<file path="src/rtl/running_median_two_heaps_defines.svh">
// ----------------------------------------------------------------------------
// running median assertion macros
// shared concurrent check forms, clocked on clk and disabled in reset
// ----------------------------------------------------------------------------
`ifndef RUNNING_MEDIAN_TWO_HEAPS_DEFINES_SVH
`define RUNNING_MEDIAN_TWO_HEAPS_DEFINES_SVH

// condition must hold at every edge out of reset
`define RMH_ASSERT_ALWAYS(lbl, cond, msg) \
  lbl: assert property (@(posedge clk) disable iff (!rst_n) (cond)) else $error(msg);

// consequent must hold in the cycle after the antecedent
`define RMH_ASSERT_NEXT(lbl, ante, cons, msg) \
  lbl: assert property (@(posedge clk) disable iff (!rst_n) (ante) |=> (cons)) \
    else $error(msg);

`endif

</file>
<file path="src/rtl/rmh_pkg.sv">
// ----------------------------------------------------------------------------
// rmh_pkg
// shared types and field widths of the running median block
// ----------------------------------------------------------------------------
`default_nettype none
package rmh_pkg;

  localparam int unsigned SampleWidth = 16;
  localparam int unsigned CountWidth  = 11;

  // one result beat as produced by the controller
  typedef struct packed {
    logic                   full_res;
    logic [CountWidth-1:0]  stored_count;
    logic [SampleWidth-1:0] median;
  } result_t;

endpackage
`default_nettype wire

</file>
<file path="src/rtl/rmh_ctrl.sv">
// ----------------------------------------------------------------------------
// rmh_ctrl
// heap sequencer: sift-up insert, top compare and swap, sift-down repair
// ----------------------------------------------------------------------------
`default_nettype none
`include "running_median_two_heaps_defines.svh"
module rmh_ctrl #(
  parameter int unsigned CAPACITY    = 1024,
  parameter int unsigned VALUE_WIDTH = 16,
  parameter int unsigned SW          = $clog2(CAPACITY + 1)
) (
  input  wire logic                   clk,
  input  wire logic                   rst_n,
  // sample side
  input  wire logic                   in_valid,
  output logic                        in_ready,
  input  wire logic [15:0]            in_sample,
  // result side
  output logic                        res_valid,
  input  wire logic                   res_ready,
  output rmh_pkg::result_t            res,
  // heap memories
  output logic                        lo_we,
  output logic                        up_we,
  output logic [SW-1:0]               waddr,
  output logic [VALUE_WIDTH-1:0]      wdata,
  output logic [SW-1:0]               raddr,
  input  wire logic [VALUE_WIDTH-1:0] lo_rdata,
  input  wire logic [VALUE_WIDTH-1:0] up_rdata
);

  localparam int unsigned PW = SW + 1;
  localparam int unsigned VW = VALUE_WIDTH;

  typedef enum logic [2:0] {
    ST_IDLE, ST_UP_RD, ST_UP_CMP, ST_SW_CHK,
    ST_DN_RL, ST_DN_RR, ST_DN_CMP, ST_DONE
  } state_t;

  state_t               state_r;
  logic                 sel_r;      // 0 lower max-heap, 1 upper min-heap
  logic [SW-1:0]        pos_r;
  logic signed [VW-1:0] val_r;
  logic signed [VW-1:0] val2_r;
  logic signed [VW-1:0] lc_r;
  logic                 has_r_r;
  logic                 full_r;
  logic signed [VW-1:0] lo_top_r;
  logic signed [VW-1:0] up_top_r;
  logic [SW-1:0]        lsize_r;
  logic [SW-1:0]        usize_r;

  logic [63:0]          s64;
  logic signed [VW-1:0] key;
  logic [SW-1:0]        count;
  logic [SW-1:0]        pm1;
  logic [SW-1:0]        par;
  logic [PW-1:0]        lidx;
  logic [PW-1:0]        ridx;
  logic [PW-1:0]        nsz;
  logic signed [VW-1:0] hrd;
  logic                 up_ahead;
  logic                 l_ahead;
  logic signed [VW-1:0] bv1;
  logic                 r_ahead;
  logic                 dn_stop;
  logic [SW-1:0]        best;
  logic signed [VW-1:0] bestv;
  logic signed [63:0]   m64;
  logic [63:0]          c64;

  // sample to key, index arithmetic and comparisons
  always_comb begin
    s64      = {{48{in_sample[15]}}, in_sample};
    key      = s64[VW-1:0];
    count    = lsize_r + usize_r;
    pm1      = pos_r - 1'b1;
    par      = {1'b0, pm1[SW-1:1]};
    lidx     = {pos_r, 1'b1};
    ridx     = lidx + 1'b1;
    nsz      = sel_r ? PW'(usize_r) : PW'(lsize_r);
    hrd      = sel_r ? up_rdata : lo_rdata;
    up_ahead = sel_r ? (val_r < hrd) : (val_r > hrd);
    l_ahead  = sel_r ? (lc_r < val_r) : (lc_r > val_r);
    bv1      = l_ahead ? lc_r : val_r;
    r_ahead  = has_r_r && (sel_r ? (hrd < bv1) : (hrd > bv1));
    dn_stop  = !l_ahead && !r_ahead;
    best     = r_ahead ? ridx[SW-1:0] : lidx[SW-1:0];
    bestv    = r_ahead ? hrd : lc_r;
    m64      = 64'(lo_top_r);
    c64      = 64'(count);
  end

  // memory port drive
  always_comb begin
    lo_we = 1'b0;
    up_we = 1'b0;
    waddr = pos_r;
    wdata = val_r;
    raddr = par;
    case (state_r)
      ST_UP_RD: begin
        lo_we = (pos_r == '0) && !sel_r;
        up_we = (pos_r == '0) && sel_r;
      end
      ST_UP_CMP: begin
        lo_we = !sel_r;
        up_we = sel_r;
        wdata = up_ahead ? hrd : val_r;
      end
      ST_DN_RL: begin
        lo_we = (lidx >= nsz) && !sel_r;
        up_we = (lidx >= nsz) && sel_r;
        raddr = lidx[SW-1:0];
      end
      ST_DN_RR: begin
        raddr = ridx[SW-1:0];
      end
      ST_DN_CMP: begin
        lo_we = !sel_r;
        up_we = sel_r;
        wdata = dn_stop ? val_r : bestv;
      end
      default: begin
      end
    endcase
  end

  assign in_ready  = (state_r == ST_IDLE);
  assign res_valid = (state_r == ST_DONE);
  assign res.median       = m64[15:0];
  assign res.stored_count = c64[10:0];
  assign res.full_res     = full_r;

  // sequencer, sizes and cached tops
  always_ff @(posedge clk) begin
    if (!rst_n) begin
      state_r <= ST_IDLE;
      lsize_r <= '0;
      usize_r <= '0;
      full_r  <= 1'b0;
    end else begin
      case (state_r)
        ST_IDLE: begin
          if (in_valid) begin
            val_r <= key;
            if (count >= SW'(CAPACITY)) begin
              full_r  <= 1'b1;
              state_r <= ST_DONE;
            end else begin
              full_r  <= 1'b0;
              state_r <= ST_UP_RD;
              if (lsize_r > usize_r) begin
                sel_r   <= 1'b1;
                pos_r   <= usize_r;
                usize_r <= usize_r + 1'b1;
              end else begin
                sel_r   <= 1'b0;
                pos_r   <= lsize_r;
                lsize_r <= lsize_r + 1'b1;
              end
            end
          end
        end
        // hole at pos: root placement or fetch parent
        ST_UP_RD: begin
          if (pos_r == '0) begin
            if (sel_r) begin
              up_top_r <= val_r;
            end else begin
              lo_top_r <= val_r;
            end
            state_r <= ST_SW_CHK;
          end else begin
            state_r <= ST_UP_CMP;
          end
        end
        ST_UP_CMP: begin
          if (up_ahead) begin
            pos_r   <= par;
            state_r <= ST_UP_RD;
          end else begin
            state_r <= ST_SW_CHK;
          end
        end
        // trade tops when out of order
        ST_SW_CHK: begin
          if ((lsize_r != '0) && (usize_r != '0) && (lo_top_r > up_top_r)) begin
            sel_r   <= 1'b0;
            pos_r   <= '0;
            val_r   <= up_top_r;
            val2_r  <= lo_top_r;
            state_r <= ST_DN_RL;
          end else begin
            state_r <= ST_DONE;
          end
        end
        ST_DN_RL: begin
          if (lidx >= nsz) begin
            if (pos_r == '0) begin
              if (sel_r) begin
                up_top_r <= val_r;
              end else begin
                lo_top_r <= val_r;
              end
            end
            if (sel_r) begin
              state_r <= ST_DONE;
            end else begin
              sel_r   <= 1'b1;
              pos_r   <= '0;
              val_r   <= val2_r;
              state_r <= ST_DN_RL;
            end
          end else begin
            state_r <= ST_DN_RR;
          end
        end
        ST_DN_RR: begin
          lc_r    <= hrd;
          has_r_r <= (ridx < nsz);
          state_r <= ST_DN_CMP;
        end
        ST_DN_CMP: begin
          if (pos_r == '0) begin
            if (sel_r) begin
              up_top_r <= dn_stop ? val_r : bestv;
            end else begin
              lo_top_r <= dn_stop ? val_r : bestv;
            end
          end
          if (!dn_stop) begin
            pos_r   <= best;
            state_r <= ST_DN_RL;
          end else if (sel_r) begin
            state_r <= ST_DONE;
          end else begin
            sel_r   <= 1'b1;
            pos_r   <= '0;
            val_r   <= val2_r;
            state_r <= ST_DN_RL;
          end
        end
        ST_DONE: begin
          if (res_ready) begin
            state_r <= ST_IDLE;
          end
        end
        default: begin
          state_r <= ST_IDLE;
        end
      endcase
    end
  end

  // checks
  `RMH_ASSERT_ALWAYS(a_balance, (lsize_r == usize_r) || (lsize_r == usize_r + 1'b1), "heap sizes out of balance")
  `RMH_ASSERT_ALWAYS(a_cap, count <= SW'(CAPACITY), "stored count above capacity")
  `RMH_ASSERT_NEXT(a_busy, in_valid && in_ready, !in_ready, "second sample taken while busy")
  `RMH_ASSERT_NEXT(a_hold, res_valid && !res_ready, res_valid && $stable(res), "result changed while held")

endmodule
`default_nettype wire

</file>
<file path="config.mk">
export PLATFORM = sky130hd
export DESIGN_NAME = rmh_ctrl
export DESIGN_NICKNAME = d
export VERILOG_FILES = /design/src/rtl/rmh_pkg.sv /design/src/rtl/rmh_ctrl.sv
export VERILOG_INCLUDE_DIRS = /design/src /design/src/rtl
export SDC_FILE = /design/constraint.sdc
export NUM_CORES = 1
export LEC_CHECK = 0
export BUFFER_PORTS_ARGS = -buffer_cell sky130_fd_sc_hd__clkbuf_2
export CORE_MARGIN = 10
export CORE_UTILIZATION = 35
export CTS_BUF_LIST = sky130_fd_sc_hd__clkbuf_4
export DETAILED_ROUTE_END_ITERATION = 10
export SETUP_SLACK_MARGIN = 0.3
export SYNTH_ARGS = -nofsm -noshare
export SYNTH_HDL_FRONTEND = slang
export SYNTH_SLANG_ARGS = --single-unit
</file>
<file path="constraint.sdc">
create_clock -name clk -period 5.3 [get_ports clk]
set_input_delay 1.06 -clock clk [delete_from_list [all_inputs] [get_ports clk]]
set_output_delay 1.06 -clock clk [all_outputs]
set_load 0.02 [all_outputs]
</file>
==> results of run 1 <==
[timing repair]
| item | in CTS | in global routing |
|---|---|---|
| cloned | 0 | 4 |
| resized for setup | 42 | 84 |
| buffers inserted | 2 | 12 |
| pin swaps | 7 | 20 |
| setup endpoints to repair | 38 | 80 |
[per-stage QoR]
step	setup WS, ps	total power, mW	TNS, ps
5_1_grt	-1310	8.63	-20690
4_1_cts	-1150	7.48	-17560
3_3_place_gp	-494	6.55	-7180
6_report	-1130	8.14	-17570
2_1_floorplan	-223	4.57	-3060
3_5_place_dp	-560	6.57	-8230
[critical path: stages (launching register included)]
cell and delay [ps]:
edfxtp_1 460, ha_4 300, nor2b_4 120, o211ai_1 170, a2111oi_4 490, a2111oi_4 60
or2_4 290, buf_12 150, nor2_4 170, buf_12 180, a21boi_4 80, ha_4 280
nand4_1 70, or4_4 550, a21oi_4 150, o41ai_4 110, mux2_4 340, nand2_4 90
o2111ai_4 190, buf_4 220, o221ai_2 160, clkbuf_8 180
[flip-flops by register name, summed over array words and instances (netlist names), 3 cells and up]
register  cells
lo_top_r     16
lc_r         16
waddr        11
usize_r      11
up_top_r     16
val2_r       16
state_r       3
lsize_r      11
val_r        16
[synthesized netlist by cell type (all sizes together) (4+ instances only)]
library cell,n,area (µm²)
o221ai,15,131
a41oi,5,43.8
or3,8,50.1
nor3,25,135
a22o,14,123
and2,4,25.0
dfxtp,26,521
clkbuf,42,160
nor2b,9,56.3
o21ai,61,309
o22ai,5,31.3
o211ai,41,313
ha,112,1400
buf,21,95.1
xnor2,30,263
nand2,83,319
a2111oi,5,87.6
inv,98,368
and3,14,87.6
nor4,13,81.3
xor2,17,149
a22oi,16,120
mux2,5,60.1
nand4,27,169
a21o,13,97.6
a221o,5,50.1
a221oi,5,43.8
nand3,26,135
a31oi,10,62.6
nand2b,10,62.6
a21oi,72,375
a21boi,15,113
o21a,11,82.6
or4,7,56.3
nor2,73,274
mux2i,34,344
a211oi,13,103
edfxtp,93,2790
a211o,4,35.0
[worst min-delay path by stage]
stage	start	end	slack [ps]	cells after the start
after floorplan	full_r$_SDFFE_PN0P_	full_r$_SDFFE_PN0P_	480	2
after global placement	lo_top_r[14]$_DFFE_PP_	val2_r[14]$_DFFE_PP_	470	0
after detailed placement	lo_top_r[10]$_DFFE_PP_	val2_r[10]$_DFFE_PP_	480	0
after CTS	lo_top_r[10]$_DFFE_PP_	val2_r[10]$_DFFE_PP_	500	0
after global routing	lo_top_r[10]$_DFFE_PP_	val2_r[10]$_DFFE_PP_	510	0
final	lo_top_r[10]$_DFFE_PP_	val2_r[10]$_DFFE_PP_	500	0
[placed cells by master (no fill, tap or decap), types with 9 or more instances in the layout]
master and n:
buf_4 134, clkbuf_2 105, ha_1 100, inv_1 93, edfxtp_1 93, nand2_1 81, nor2_1 70, a21oi_1 63
o21ai_0 45, o211ai_1 40, mux2i_1 32, xnor2_1 30, nand4_1 27, dfxtp_1 26, nand3_1 25, nor3_1 19
xor2_1 17, clkbuf_4 17, a22oi_1 16, and3_1 14, a22o_1 14, a21o_1 13, nor4_1 13, o221ai_4 13
buf_8 13, ha_4 12, o21a_1 11, nand2b_1 10, a211oi_1 10, a31oi_1 9, buf_12 9
[cell type report]
type                            instances  area (µm²)
Antenna cell                            1        2.50
Clock buffer                           17         128
Clock inverter                         15         144
Fill cell                            2715       15200
Inverter                              100         375
Multi-Input combinational cell        849        6850
Sequential cell                       119        3310
Tap cell                              384         480
Timing Repair Buffer                  272        2090
[power by group through the flow]
stage	combinational, mW	sequential, mW	clock, mW
floorplan	3.15	1.42	0
CTS	5.35	1.45	0.678
global placement	5.08	1.47	0
global route	6.43	1.48	0.713
detailed placement	5.11	1.47	0
finish	6.01	1.46	0.667
[cell families (layout without fill, tap and decap cells)]
kind of cell	count (synthesis)	count (layout)	share of synthesized area, %
multiplexers	39	39	3.99
adder cells (fa/ha/maj)	113	113	14.0
buffers and inverters	163	404	6.22
AND/OR/NAND/NOR	309	309	15.1
other	0	1	0
XOR/XNOR	47	47	4.06
AO/OA/AOI/OAI	341	341	23.9
flip-flops	119	119	32.7
[layer usage]
layer  routed length [µm]  track usage (%)  vias to the layer above  part of all wire, %
met5                    0                0                        -                    0
met4                  484             4.39                        0                  1.3
met3                 3170             3.61                       37                  8.3
met2                16800             29.7                      486                   44
met1                17600             29.4                     4855                   46
li1                     -                -                     4705                    -
==> impl_metrics.py, run 1 <==
metrics = {
    "outcome": {
        "status": "complete, but fails checks",
        "violations": "setup timing",
    },
    "clocking": {
        "numCtsBuffers": 17,
        "cts_tree": "built",
        "ctsHoldBuffers": 0,
        "cts.clk_slew.worst_paths_ps": 140,
        "cts-htree-levels": 4,
        "clk_path_buf_depth": 2,
        "cts_num_sinks": 119,
        "clk_latency_ps": 570,
        "ctsRootBufferMaster": "clkbuf_4",
    },
    "critical_path": {
        "cp-start-kind": "flop",
        "r2r_cells": 22,
        "cp_max_fo": 8,
        "critical_path.endpoint_type": "primary output",
        "r2r-end": "waddr[10]$_DFFE_PP_",
        "reg2reg_from": "lc_r[1]$_DFFE_PP_",
        "startpoint": "lc_r[1]$_DFFE_PP_",
        "critical_path_required_ps": 4240,
        "crit_end": "wdata[13]",
        "worstPathArrival_ps": 5370,
        "reg2reg_slack_ps": 0,
        "worstSetupPathType": "reg2out",
    },
    "power_and_ir_drop": {
        "switchingPower_mw": 4.02,
        "ir_drop_uv": 312,
        "swShare_pct": 49.4,
        "combPwrFrac_pct": 73.8,
        "p_per_area_nw_per_um2": 608,
        "p_leak_nw": 5.59,
        "clockPowerShare_pct": 8.2,
        "power.share.sequential_pct": 18.0,
        "intPower_mw": 4.12,
    },
    "sta": {
        "period_needed_ps": 6430,
        "setup_ws_ps": -1130,
        "finalHoldViolations": 0,
        "hold_slack_ps": 499,
        "worst_pin_slew_ps": 1090,
        "setup_viol": 17,
        "worst_clock_skew_ps": 29.4,
        "max_freq_ghz": 0.156,
        "rsz0062_at_grt": "yes",
        "post-route-period-util_pct": 121,
        "slew_violations": 0,
        "slew_headroom_pct": 26.8,
    },
    "floorplanning": {
        "die_x_um": 190,
        "fp.dieH_um": 190,
        "start_util_pct": 35.4,
        "rows": 62,
        "core_area_um2": 28600,
        "io_pins": 122,
        "die-area_um2": 36200,
    },
    "place": {
        "gp_congestion": 0.946,
        "post-dp-hpwl_um": 28600,
        "placed_area_um2": 12300,
        "placed_cells_incl_taps": 1706,
        "portBuffers": 121,
    },
    "finish": {
        "stdcell_count": 1757,
        "post-route-cell-area_um2": 13400,
        "drive_gt1_share_pct": 29.2,
        "utilization_pct": 46.7,
        "fin_nets": 1524,
        "area_growth_pct": 32.1,
    },
    "logic_synthesis": {
        "synth_cells": 1131,
        "seq_area_frac_synth_pct": 32.7,
        "yosysWarningCount": 0,
        "netlist_area_um2": 10100,
        "syn_avg_cell_area_um2": 8.96,
        "ys_seq_elements": 119,
        "async_reset_ff_share_pct": 0,
        "synth_edf_count": 93,
        "yosysUniqueCellTypes": 83,
        "synthFlopType": "edfxtp_1",
        "synth_nets": 1296,
    },
    "hold_path": {
        "hold_class": "reg2reg",
    },
    "grt": {
        "grt_max_degree": 46,
        "grt_first_pass_wirelength_um": 57200,
        "grt_pass1_vias": 9540,
        "overflow": 0,
        "antenna_found_initial": 1,
        "gr-usage-all-layers_pct": 20.0,
    },
    "routing": {
        "firstDrtPassIters": 7,
        "drt_first_iter_violations": 1181,
        "vias": 10083,
        "viasPerCell": 5.74,
        "wl_um": 38100,
        "ant_nets": 0,
        "wire_per_inst_um": 21.7,
        "drcViolationCount": 0,
    },
    "job": {
        "max-cap-violations": 0,
    },
}
Note: power is estimated with default switching activity, not from simulation.
==> run 2, diff against run 1 <==
ABC_AREA = 1   (was default)
MAX_ROUTING_LAYER = met4   (was default)
==> run 2 against run 1 <==
The flow still finishes with violations (setup timing). Sequential share of layout area is 0.89 points higher. Die area is 1.4% lower. Routed wire length hardly changed. First-iteration DRC count is 6.4% lower. Critical path depth is 10 higher. Sequential cell count stayed put. Critical path type unchanged. Largest cell class unchanged. Largest power group unchanged.
==> impl_metrics.py, run 2 <==
metrics = {
    "outcome": {
        "status": "complete, but fails checks",
        "violations": "setup timing",
    },
    "logic_synthesis": {
        "yosysUniqueCellTypes": 55,
        "synth.top_cell.area_share_pct": 28.0,
        "synth_edf_count": 93,
        "yosys-top-cells-count": "294 x nand2_1, 167 x inv_1, 112 x ha_1",
        "synth.area.top_cells": "edfxtp_1 28%, ha_1 14%, nand2_1 11%, inv_1 6.3%, dfxtp_1 5.2%",
        "synth_nets": 1485,
        "async_reset_ff_share_pct": 0,
        "ys_seq_elements": 119,
        "synth_cells": 1320,
        "seq_area_frac_synth_pct": 33.2,
        "yosysTopAreaCell": "edfxtp_1",
        "yosysWarningCount": 0,
        "synthFlopType": "edfxtp_1",
        "syn_avg_cell_area_um2": 7.56,
        "yosys.cell_count.top_type": "nand2_1",
        "netlist_area_um2": 9980,
    },
    "place": {
        "post-dp-hpwl_um": 26700,
        "preCtsSetupSlack_ps": 40.0,
        "portBuffers": 121,
        "gp_congestion": 0.962,
    },
    "routing": {
        "wire_per_inst_um": 19.8,
        "ant_nets": 0,
        "drcViolationCount": 0,
        "viasPerCell": 5.41,
        "wl_um": 38100,
        "firstDrtPassIters": 5,
        "drt_first_iter_violations": 1105,
        "vias": 10418,
    },
    "sta": {
        "setup_ws_ps": -425,
        "rsz0062_at_grt": "yes",
        "worst_clock_skew_ps": 24.4,
        "slew_violations": 0,
        "post-route-period-util_pct": 108,
        "slew_headroom_pct": 28.7,
        "period_needed_ps": 5720,
        "finalHoldViolations": 0,
        "worst_pin_slew_ps": 1060,
        "hold_slack_ps": 507,
        "setup_viol": 18,
        "max_freq_ghz": 0.175,
    },
    "grt": {
        "grt_max_degree": 26,
        "grt_pass1_vias": 9858,
        "gr-usage-all-layers_pct": 20.5,
        "grt_first_pass_wirelength_um": 56000,
        "overflow": 0,
        "antenna_found_initial": 1,
    },
    "clocking": {
        "clk_path_buf_depth": 2,
        "cts_num_sinks": 119,
        "cts.clk_slew.worst_paths_ps": 150,
        "clk_latency_ps": 580,
        "cts-htree-levels": 4,
        "ctsRootBufferMaster": "clkbuf_4",
        "numCtsBuffers": 17,
        "cts_tree": "built",
        "ctsHoldBuffers": 0,
    },
    "floorplanning": {
        "fp.dieH_um": 189,
        "die_x_um": 189,
        "rows": 61,
        "core_area_um2": 27900,
        "start_util_pct": 35.7,
        "die-area_um2": 35700,
        "io_pins": 122,
    },
    "finish": {
        "layout_commonest_cell": "nand2_1",
        "n_fill_cell": 2772,
        "drive_gt1_share_pct": 28.5,
        "area_growth_pct": 29.5,
        "final_cell_mix": "271 x nand2_1, 151 x inv_1, 105 x clkbuf_2",
        "fin_nets": 1697,
    },
    "hold_path": {
        "hold_depth": 0,
        "hold_class": "reg2reg",
        "min_to": "val2_r[8]$_DFFE_PP_",
        "worstHoldStart": "lo_top_r[8]$_DFFE_PP_",
    },
    "critical_path": {
        "r2r_cells": 43,
        "worstPathArrival_ps": 4660,
        "cp-start-kind": "flop",
        "reg2reg_from": "val_r[13]$_DFFE_PP_",
        "crit_top_cell": "nand2_1",
        "worstSetupPathType": "reg2out",
        "critical_path_required_ps": 4240,
        "reg2reg_slack_ps": -50,
        "worst_path_largest_cell_delay_ps": 450,
        "critical_path.endpoint_type": "primary output",
        "slowest_stage": "edfxtp_1",
        "cp_max_fo": 8,
        "r2r-end": "lo_top_r[4]$_DFFE_PP_",
    },
    "power_and_ir_drop": {
        "ir_drop_uv": 498,
        "p_leak_nw": 5.95,
        "p_per_area_nw_per_um2": 675,
    },
    "job": {
        "max-cap-violations": 0,
    },
}
-- run 2: changes by cell type after synthesis, sizes merged, moves of 23 or more --
cell	change
nand2	+221
inv	+80
mux2i	-34
nand3	+52
nor2	+23
o21ai	+67
xnor2	-27
-- run 2: cell families after synthesis --
family	share of synthesized area [%]
buf+inv	8.99
simple gates	24.2
xor+xnor	2.45
flops	33.2
fa+ha+maj	14.2
compound gates	16.9
-- run 2: per-stage QoR --
stage                     utilization [%]  TNS [ps]  area [µm²]  std cells  power, mW
after CTS                            44.3     -1360       12400       1898       7.98
after detailed placement             39.6         0       11100       1803       6.23
final                                46.2     -6360       12900       1924       8.71
after floorplan                         -         0        9980       1320       4.69
after global routing                 46.2     -9800       12900       1924       9.27
after global placement               39.6         0       11100       1803       6.20
-- run 2: worst max path at each step --
stage | start | to | slack (ps) | cells past startpoint
5_1_grt | val_r[0]$_DFFE_PP_ | wdata[4] | -620 | 32
3_5_place_dp | val_r[15]$_DFFE_PP_ | wdata[8] | 40 | 28
2_1_floorplan | val_r[15]$_DFFE_PP_ | wdata[2] | 730 | 25
6_report | val_r[13]$_DFFE_PP_ | wdata[3] | -420 | 31
3_3_place_gp | val_r[15]$_DFFE_PP_ | wdata[9] | 20 | 24
4_1_cts | val_r[13]$_DFFE_PP_ | wdata[4] | -130 | 31
-- run 2: area by class of cell --
class                   count  area (µm²)  area share (%)
diodes                      1        2.50          0.0194
flip-flops and latches    119        3310            25.6
repair buffers            231        1690            13.1
inverters                 183         699            5.41
multi-input cells         979        6420            49.7
repair inverters            1        8.76          0.0678
clock buffers              17         128           0.988
clock inverters            15         183            1.41
well taps                 378         473            3.66
-- run 2: per-layer routing --
layer  global-route usage [%]  share of wire (%)
met4                     6.68                3.8
met5                        -                  0
met1                     25.9                 42
met2                     32.3                 46
met3                     3.86                7.8
-- run 2: what timing repair did --
item / 4_1_cts / 5_1_grt
cloned: 5 / 1
pin swaps: 26 / 33
gates resized for setup: 111 / 92
buffers inserted: 58 / 24
setup endpoints to repair: 16 / 18
-- run 2: critical path, delay by kind of cell (launching register included) --
family,cells,cell delay [ps]
AND/OR/NAND/NOR,15,1420
adder cells (fa/ha/maj),2,520
buffers and inverters,7,730
flip-flops,1,450
AO/OA/AOI/OAI,7,970
-- run 2: power by group --
part           switching (mW)  internal, mW  leakage, nW
clock                   0.458         0.302        0.170
sequential              0.221          1.28         1.06
combinational            4.03          2.43         4.72
